`src/rtl/core/assert_macros.svh`:
```
// Assertion macros for the deframer RTL.
`ifndef ASSERT_MACROS_SVH
`define ASSERT_MACROS_SVH
// Concurrent assertion on clk_i, disabled while in reset.
`define ASSERT_CLK(label, prop, msg) \
  label: assert property (@(posedge clk_i) disable iff (!rst_ni) (prop)) else $error(msg);
// Implication checked on the next edge.
`define ASSERT_NEXT(label, ante, cons, msg) \
  label: assert property (@(posedge clk_i) disable iff (!rst_ni) (ante) |=> (cons)) \
    else $error(msg);
`endif

```
`src/rtl/core/lrd_pkg.sv`:
```
// Shared types, codes and the CRC table for the log record deframer.
package lrd_pkg;

  localparam logic [31:0] CrcPoly = 32'hEDB88320;
  localparam logic [31:0] AllOnes = 32'hFFFFFFFF;
  localparam int unsigned QDepth = 4;
  localparam int unsigned QIdxW = 2;

  typedef enum logic [2:0] {
    KIND_OPCODE  = 3'd0,
    KIND_ARGLEN  = 3'd1,
    KIND_ARGBYTE = 3'd2,
    KIND_VERDICT = 3'd3,
    KIND_END     = 3'd4
  } kind_e;

  localparam logic [1:0] VerdictOk = 2'd0;
  localparam logic [1:0] VerdictMalformed = 2'd1;
  localparam logic [1:0] VerdictCrcBad = 2'd2;
  localparam logic [1:0] EndClean = 2'd0;
  localparam logic [1:0] EndPartial = 2'd1;
  localparam logic [1:0] EndCrc = 2'd2;
  localparam logic [1:0] EndShortTail = 2'd3;

  typedef enum logic [6:0] {
    PH_HEADER  = 7'b0000001,
    PH_OPCODE  = 7'b0000010,
    PH_NARGS   = 7'b0000100,
    PH_ARGLEN  = 7'b0001000,
    PH_ARGBYTE = 7'b0010000,
    PH_SKIP    = 7'b0100000,
    PH_DONE    = 7'b1000000
  } phase_e;

  typedef struct packed {
    logic [2:0]  kind;
    logic [31:0] value;
    logic [1:0]  status;
  } result_t;

  // One word of results caused by one log byte: up to three, in order.
  typedef struct packed {
    logic [1:0]  count;
    result_t [2:0] res;
  } bundle_t;

  function automatic logic [31:0] crc_entry(input logic [7:0] idx);
    logic [31:0] c;
    c = {24'd0, idx};
    for (int i = 0; i < 8; i++) begin
      c = c[0] ? (CrcPoly ^ (c >> 1)) : (c >> 1);
    end
    return c;
  endfunction

  function automatic logic [31:0] crc_step(input logic [31:0] c, input logic [7:0] b);
    return (c >> 8) ^ crc_entry(c[7:0] ^ b);
  endfunction

endpackage

```
`src/rtl/core/lrd_front.sv`:
```
// Front end: tracks record framing and CRC, builds the results of each log byte.
module lrd_front import lrd_pkg::*; (
  input  logic          clk_i,
  input  logic          rst_ni,
  input  logic [31:0]   log_length_i,
  input  logic          take_i,
  input  logic [7:0]    log_byte_i,
  output bundle_t       bundle_o
);

  phase_e      phase_q, phase_d;
  logic [31:0] pos_q, pos_d, start_q, start_d, pleft_q, pleft_d, stored_q, stored_d;
  logic [31:0] crc_q, crc_d, args_q, args_d, abytes_q, abytes_d;
  logic [2:0]  fcnt_q, fcnt_d;
  logic        mal_q, mal_d;

  always_comb begin
    logic [2:0]  hidx;
    logic [31:0] rem;
    logic [31:0] sh;
    logic [32:0] endpos;
    logic        fin;
    bundle_o = '0;
    phase_d = phase_q; pos_d = pos_q; start_d = start_q; pleft_d = pleft_q;
    stored_d = stored_q; crc_d = crc_q; args_d = args_q; abytes_d = abytes_q;
    fcnt_d = fcnt_q; mal_d = mal_q;
    hidx = 3'(pos_q - start_q);
    rem = '0; sh = '0; endpos = '0; fin = 1'b0;
    unique case (phase_q)
      PH_DONE: ;
      PH_HEADER: begin
        rem = (pos_q < log_length_i) ? (log_length_i - pos_q) : 32'd0;
        if (hidx == 3'd0 && rem < 32'd8) begin
          bundle_o.count = 2'd1;
          bundle_o.res[0] = '{KIND_END, log_length_i,
                              (rem == 32'd0) ? EndClean : EndShortTail};
          phase_d = PH_DONE;
        end else begin
          sh = 32'(log_byte_i) << {hidx[1:0], 3'd0};
          if (!hidx[2]) pleft_d = pleft_q | sh;
          else stored_d = stored_q | sh;
          pos_d = pos_q + 32'd1;
          if (hidx == 3'd7) begin
            fcnt_d = '0;
            endpos = {1'b0, start_q} + 33'd8 + {1'b0, pleft_q};
            if (endpos > {1'b0, log_length_i}) begin
              bundle_o.count = 2'd1;
              bundle_o.res[0] = '{KIND_END, start_q, EndPartial};
              phase_d = PH_DONE;
            end else if (pleft_q == 32'd0) begin
              mal_d = 1'b1;
              phase_d = PH_SKIP;
              fin = 1'b1;
            end else if (pleft_q < 32'd5) begin
              mal_d = 1'b1;
              phase_d = PH_SKIP;
            end else begin
              phase_d = PH_OPCODE;
            end
          end else begin
            fcnt_d = 3'(hidx + 3'd1) & 3'd3;
          end
        end
      end
      default: begin
        pos_d = pos_q + 32'd1;
        crc_d = crc_step(crc_q, log_byte_i);
        pleft_d = pleft_q - 32'd1;
        sh = 32'(log_byte_i) << {fcnt_q[1:0], 3'd0};
        unique case (phase_q)
          PH_OPCODE: begin
            bundle_o.count = 2'd1;
            bundle_o.res[0] = '{KIND_OPCODE, 32'(log_byte_i), 2'd0};
            args_d = '0; fcnt_d = '0; phase_d = PH_NARGS;
          end
          PH_NARGS: begin
            args_d = args_q | sh;
            fcnt_d = fcnt_q + 3'd1;
            if (fcnt_q == 3'd3) begin
              fcnt_d = '0; abytes_d = '0;
              phase_d = (args_d != 32'd0) ? PH_ARGLEN : PH_SKIP;
            end
          end
          PH_ARGLEN: begin
            abytes_d = abytes_q | sh;
            fcnt_d = fcnt_q + 3'd1;
            if (fcnt_q == 3'd3) begin
              fcnt_d = '0;
              if (abytes_d > pleft_d) begin
                mal_d = 1'b1; phase_d = PH_SKIP;
              end else begin
                bundle_o.count = 2'd1;
                bundle_o.res[0] = '{KIND_ARGLEN, abytes_d, 2'd0};
                if (abytes_d == 32'd0) begin
                  args_d = args_q - 32'd1;
                  phase_d = (args_d != 32'd0) ? PH_ARGLEN : PH_SKIP;
                end else begin
                  phase_d = PH_ARGBYTE;
                end
              end
            end
          end
          PH_ARGBYTE: begin
            bundle_o.count = 2'd1;
            bundle_o.res[0] = '{KIND_ARGBYTE, 32'(log_byte_i), 2'd0};
            abytes_d = abytes_q - 32'd1;
            if (abytes_d == 32'd0) begin
              args_d = args_q - 32'd1;
              fcnt_d = '0;
              phase_d = (args_d != 32'd0) ? PH_ARGLEN : PH_SKIP;
            end
          end
          default: ;
        endcase
        fin = (pleft_d == 32'd0);
      end
    endcase
    if (fin) begin
      if ((crc_d ^ AllOnes) != stored_d) begin
        bundle_o.res[bundle_o.count] = '{KIND_VERDICT, 32'd0, VerdictCrcBad};
        bundle_o.res[bundle_o.count + 2'd1] = '{KIND_END, start_q, EndCrc};
        bundle_o.count = bundle_o.count + 2'd2;
        phase_d = PH_DONE;
      end else begin
        bundle_o.res[bundle_o.count] = '{KIND_VERDICT, 32'd0,
          (mal_d || phase_d == PH_OPCODE || phase_d == PH_NARGS || phase_d == PH_ARGLEN ||
           (phase_d == PH_ARGBYTE && abytes_d != 32'd0)) ? VerdictMalformed : VerdictOk};
        bundle_o.count = bundle_o.count + 2'd1;
        start_d = pos_d;
        pleft_d = '0; stored_d = '0; crc_d = AllOnes; args_d = '0; abytes_d = '0;
        fcnt_d = '0; mal_d = 1'b0; phase_d = PH_HEADER;
        rem = (pos_d < log_length_i) ? (log_length_i - pos_d) : 32'd0;
        if (rem < 32'd8) begin
          bundle_o.res[bundle_o.count] = '{KIND_END, log_length_i,
                                           (rem == 32'd0) ? EndClean : EndShortTail};
          bundle_o.count = bundle_o.count + 2'd1;
          phase_d = PH_DONE;
        end
      end
    end
  end

  always_ff @(posedge clk_i or negedge rst_ni) begin
    if (!rst_ni) begin
      phase_q <= PH_HEADER; pos_q <= '0; start_q <= '0; pleft_q <= '0; stored_q <= '0;
      crc_q <= AllOnes; args_q <= '0; abytes_q <= '0; fcnt_q <= '0; mal_q <= 1'b0;
    end else if (take_i) begin
      phase_q <= phase_d; pos_q <= pos_d; start_q <= start_d; pleft_q <= pleft_d;
      stored_q <= stored_d; crc_q <= crc_d; args_q <= args_d; abytes_q <= abytes_d;
      fcnt_q <= fcnt_d; mal_q <= mal_d;
    end
  end

endmodule

```
`src/rtl/core/lrd_back.sv`:
```
// Back end: queue of result bundles, unrolled one result per output word.
module lrd_back import lrd_pkg::*; (
  input  logic        clk_i,
  input  logic        rst_ni,
  input  logic        push_i,
  input  bundle_t     bundle_i,
  output logic        full_o,
  output logic        out_valid_o,
  input  logic        out_stall_i,
  output result_t     res_o,
  output logic        last_o
);

  bundle_t          mem_q [QDepth];
  logic [QIdxW-1:0] wr_q, rd_q;
  logic [QIdxW:0]   cnt_q;
  logic [1:0]       sub_q;
  logic             pop, adv;
  bundle_t          head;

  assign head = mem_q[rd_q];
  assign full_o = (cnt_q == (QIdxW+1)'(QDepth));
  assign out_valid_o = (cnt_q != '0);
  assign res_o = head.res[sub_q];
  assign last_o = (sub_q == head.count - 2'd1);
  assign adv = out_valid_o && !out_stall_i;
  assign pop = adv && last_o;

  always_ff @(posedge clk_i) begin
    if (push_i) mem_q[wr_q] <= bundle_i;
  end

  always_ff @(posedge clk_i or negedge rst_ni) begin
    if (!rst_ni) begin
      wr_q <= '0; rd_q <= '0; cnt_q <= '0; sub_q <= '0;
    end else begin
      if (push_i) wr_q <= wr_q + 1'b1;
      if (pop) rd_q <= rd_q + 1'b1;
      cnt_q <= cnt_q + (QIdxW+1)'(push_i) - (QIdxW+1)'(pop);
      if (pop) sub_q <= '0;
      else if (adv) sub_q <= sub_q + 2'd1;
    end
  end

  `include "assert_macros.svh"
  `ASSERT_CLK(a_no_overflow, !(push_i && full_o), "push into full queue")
  `ASSERT_CLK(a_sub_in_range, !out_valid_o || (sub_q < head.count), "sub index past bundle")
  `ASSERT_NEXT(a_stall_holds, out_valid_o && out_stall_i, out_valid_o && $stable(sub_q),
    "stalled result moved")

endmodule

```
`src/rtl/core/log_record_deframer_crc_check_unit.sv`:
```
// Top level of the log record deframer with CRC-32 check.
// Usage:
//  - Input channel: one log byte per word on log_byte_i, taken when
//    in_valid_i is high and in_stall_o is low.
//  - Output channel: one result word per cycle (kind_o, value_o, status_o,
//    last_of_run_o), taken when out_valid_o is high and out_stall_i is low.
//  - log_length is written via cfg_we_i/cfg_wdata_i while the block is idle.
// Timing: a byte is classified and its CRC table step applied in the cycle
// it is taken; its results are registered into the bundle queue. A byte
// that causes no result uses no queue entry. Throughput is one byte per
// cycle while each byte causes at most one result and out_stall_i is low;
// the output port emits one result per cycle unless stalled, so a byte with
// two or three results holds the port until all are emitted. A four-entry
// bundle queue decouples the two sides; in_stall_o rises when it is full.
// Reset clears framing state, CRC (to all ones), queue and log_length.
// After a log end result every later byte is taken and dropped.
module log_record_deframer_crc_check_unit import lrd_pkg::*; (
  input  logic        clk_i,
  input  logic        rst_ni,
  input  logic        cfg_we_i,
  input  logic [31:0] cfg_wdata_i,
  input  logic        in_valid_i,
  output logic        in_stall_o,
  input  logic [7:0]  log_byte_i,
  output logic        out_valid_o,
  input  logic        out_stall_i,
  output logic [2:0]  kind_o,
  output logic [31:0] value_o,
  output logic [1:0]  status_o,
  output logic        last_of_run_o
);

  logic [31:0] log_length_q;
  logic        take, full;
  bundle_t     bundle;
  result_t     res;

  // Hold log_length until rewritten.
  always_ff @(posedge clk_i or negedge rst_ni) begin
    if (!rst_ni) log_length_q <= '0;
    else if (cfg_we_i) log_length_q <= cfg_wdata_i;
  end

  assign in_stall_o = full;
  assign take = in_valid_i && !full;

  lrd_front u_front (
    .clk_i, .rst_ni, .log_length_i(log_length_q), .take_i(take),
    .log_byte_i, .bundle_o(bundle)
  );

  // Push only bundles that carry results.
  lrd_back u_back (
    .clk_i, .rst_ni, .push_i(take && bundle.count != 2'd0), .bundle_i(bundle),
    .full_o(full), .out_valid_o, .out_stall_i, .res_o(res), .last_o(last_of_run_o)
  );

  assign kind_o = res.kind;
  assign value_o = res.value;
  assign status_o = res.status;

endmodule
```
`config.mk`:
```
export PLATFORM = sky130hd
export DESIGN_NAME = log_record_deframer_crc_check_unit
export DESIGN_NICKNAME = d
export VERILOG_FILES = /design/src/rtl/core/lrd_pkg.sv /design/src/rtl/core/lrd_front.sv /design/src/rtl/core/lrd_back.sv /design/src/rtl/core/log_record_deframer_crc_check_unit.sv
export VERILOG_INCLUDE_DIRS = /design/src /design/src/rtl/core
export SDC_FILE = /design/constraint.sdc
export NUM_CORES = 2
export LEC_CHECK = 0
export ABC_CLOCK_PERIOD_IN_PS = 20500
export BUFFER_PORTS_ARGS = -buffer_cell sky130_fd_sc_hd__buf_2
export CAP_MARGIN = 25
export CORE_MARGIN = 8
export CORE_UTILIZATION = 56
export DETAILED_ROUTE_END_ITERATION = 10
export PLACE_DENSITY = 0.7
export REMOVE_ABC_BUFFERS = 1
export SLEW_MARGIN = 20
export SYNTH_ARGS = -nofsm -noshare
export SYNTH_HDL_FRONTEND = slang
export SYNTH_SLANG_ARGS = --single-unit
```
`constraint.sdc`:
```
create_clock -name clk_i -period 20.5 [get_ports clk_i]
set_input_delay 1.025 -clock clk_i [delete_from_list [all_inputs] [get_ports clk_i]]
set_output_delay 1.025 -clock clk_i [all_outputs]
set_load 0.02 [all_outputs]
```
==> metrics <==
Clock Skew 18.7 ps; initial core utilization 56.5%; Rows 103; P&R area growth vs syn 8.82%; vias per inst 6.80; Setup CP Type flip-flop to flip-flop; IO Pins 85; post-synth top area cell edfxtp_1; largest net degree at the start of global routing 101; clk_lat worst skew 630 ps; Via Count 36.3k; Avg WL per Cell 27.0 um; Post-synth EDFFs 440; FF+latch count, synth 716; die height 298 um; Max-Cap Viols 0; vias in the first global route 35.3k; Setup Buffers After CTS 0; Pint 3890 uW; Pleak 0.0193 uW; crit share post-route 49.3%; WP data required 20820 ps; register area 20200 um^2; Routed Antenna Nets 0; count leader, synth edfxtp_1; CP endpoint kind flip-flop; core area 79000 um^2; HP Class primary input to asynchronous set/reset pin; grt total ovfl 0; switching part of the total 42.3%; most used cell, CP nand4_1; ranking of synthesized cells by area edfxtp_1 (30%), dfrtp_1 (14%), ha_1 (5.9%); post_cts resized 0; crit path max-delay cell type xor3_1; met2 routed WL 66700 um; Hold Vio Cnt, Final 0; yosys warns 0; Seq/Total Area, Yosys 45.2%; Power Density 139 nW/um^2; DRC viols 0; number of clock sinks seen by CTS 716; synth unique cells 103; Slew headroom 22.4%; post-route cell area 48600 um^2; TNS Setup 0 ps; first-pass GRT wire length 218000 um; DRT met1 WL 57300 um; Routed Wire Length 144000 um; crit-path max cell delay 780 ps; CP Launch Type flip-flop; gr usage total 31.4%; outcome finished clean; H-tree levels 3; first-pass iteration count of the detailed router 8; share of power burned in combinational logic 48.3%; starting DRC count in detailed routing 4522; total CTS buffers 79; Pins Over Slew Limit 0; asr flop ratio synth 38.5%; share of layout cells above drive strength 1 11.8%; max layer used met5; P_sw 2850 uW; clock-pin slew on the worst setup and hold paths 60 ps; Area after DPL 45900 um^2; Port Buffers 84; post-synthesis area per instance 10.5 um^2; Critical Path AT 10430 ps; top cell type's share of synthesized area 29.6%; RSZ-0062 raised after global routing no; Primary FF master, synth edfxtp_1; Least-Margin Pin Slew 1160 ps; Fillers 6530; endpoints failing setup 0; Clock Tree Root clkbuf_16; die area 89000 um^2; CTS max path bufs 3; Tmin final 10110 ps; FMAX 0.0989 GHz; maximum vdd ir drop 142 uV; routability cong. 0.994; Detail Route met3 WL 13500 um; final net count 4488; Clk pwr share 21.3%; Multi-input gate area 22900 um^2; ANT cells 0; top post-synthesis cells by count edfxtp_1 (440), nand2_1 (378), a21oi_1 (307); Flop pwr share 30.3%; total power draw 6740 uW; antenna violations before repair 4; hpwl dp 101000 um; # hold bufs at CTS 0; Max Fanout on Critical Path 37; Gate Count Post-Synth 4270; CTS tree yes; die width 298 um; Post-Syn Area 44600 um^2
-- power groups by stage --
stage               clock network, uW  registers (uW)  logic, uW
floorplan                           0            2030       2270
global placement                    0            2050       3170
detailed placement                  0            2060       3200
CTS                              1450            2030       3220
global route                     1500            2070       3520
finish                           1440            2040       3260
-- area by class of cell --
type,count,share of cell area (%)
multi-input cells,3107,47.1
flip-flops and latches,716,41.5
clock buffers,106,4.53
well taps,1050,2.71
repair buffers,153,1.98
inverters,169,1.31
clock inverters,37,0.881
-- path summary, 6_finish.rpt --
check	from	end	slack (ps)	cells after the start
min reg2reg	u_back.cnt_q[2]	u_back.cnt_q[2]	490	1
min	rst_ni	u_front.args_q[3]	390	1
max	u_front.pos_q[0]	u_back.mem_q[0][111]	10390	31
max reg2reg	u_front.pos_q[0]	u_back.mem_q[0][111]	10390	31
min in group clk_i	u_back.cnt_q[2]	u_back.cnt_q[2]	490	1
max in group asynchronous	rst_ni	u_front.stored_q[19]	18650	2
-- kinds of logic (layout without fill, tap and decap cells) --
family	Yosys count	in the layout	synth area share, %
AOI/OAI and AO/OA	1203	1203	18.0
xor gates and xnor gates	265	265	6.08
adders and majority gates	217	217	6.17
buffers and inverters	447	465	3.89
DFF	716	716	45.2
muxes	177	177	7.07
and+or+nand+nor	1245	1245	13.7
-- state kept, by name, summed over array words and instances, names as in the netlist --
| signal | flops |
|---|---|
| u_front.args_q | 32 |
| u_front.pos_q | 32 |
| u_back.rd_q | 2 |
| u_back.cnt_q | 3 |
| u_front.crc_q | 32 |
| u_front.phase_q | 7 |
| u_back.sub_q | 2 |
| u_front.pleft_q | 32 |
| u_front.start_q | 32 |
| u_front.fcnt_q | 3 |
| u_back.wr_q | 2 |
| u_front.stored_q | 32 |
| u_front.abytes_q | 32 |
| log_length_q | 32 |
| u_back.mem_q | 440 |
| u_front.mal_q | 1 |
-- worst max-delay path: cells and delay by family (launching register included) --
family | cells | cell delay (ps)
adder cells (fa/ha/maj) | 4 | 1270
flip-flops | 1 | 450
multiplexers | 1 | 360
AND/OR/NAND/NOR | 13 | 3190
AO/OA/AOI/OAI | 6 | 2150
XOR/XNOR | 1 | 780
buffers and inverters | 6 | 1560
-- placed cells by master (no fill, tap or decap), types with 25 or more instances in the layout --
master | synthesis | layout
a211oi_1 | 47 | 47
a21o_1 | 76 | 76
a21oi_1 | 307 | 306
a22oi_1 | 28 | 28
a31oi_1 | 33 | 33
a32o_1 | 73 | 73
and3_1 | 28 | 28
buf_2 | 24 | 86
buf_4 | 6 | 65
clkbuf_16 | 0 | 80
dfrtp_1 | 243 | 239
dfstp_2 | 33 | 33
edfxtp_1 | 440 | 440
ha_1 | 212 | 212
inv_1 | 166 | 166
mux2i_1 | 62 | 62
mux4_2 | 110 | 110
nand2_1 | 378 | 377
nand2b_1 | 37 | 36
nand3_1 | 78 | 78
nand4_1 | 73 | 73
nor2_1 | 277 | 271
nor2b_1 | 35 | 32
nor3_1 | 106 | 104
nor4_1 | 64 | 61
o21a_1 | 30 | 30
o21ai_0 | 250 | 249
o21ai_1 | 49 | 49
o22ai_1 | 25 | 25
o31ai_1 | 44 | 44
or3_1 | 38 | 37
or4_1 | 26 | 26
xnor2_1 | 177 | 176
xor2_1 | 58 | 58
-- per-stage QoR --
stage / cells / worst slack (ps) / util (%) / hold slack [ps]
after floorplan: 3992 / 10710 / - / 453
after global placement: 5191 / 10650 / 58.1 / 472
after detailed placement: 5194 / 10610 / 58.1 / 480
after CTS: 5337 / 10590 / 61.5 / 449
after global routing: 5338 / 9720 / 61.5 / 457
final: 5338 / 10390 / 61.5 / 391
-- per-layer routing --
layer	GRT usage (%)	up-vias
met3	5.82	377
li1	-	16100
met2	50.8	2000
met1	41.9	17800
met5	0	-
met4	12.1	4
Note: power is estimated with default switching activity, not from simulation.
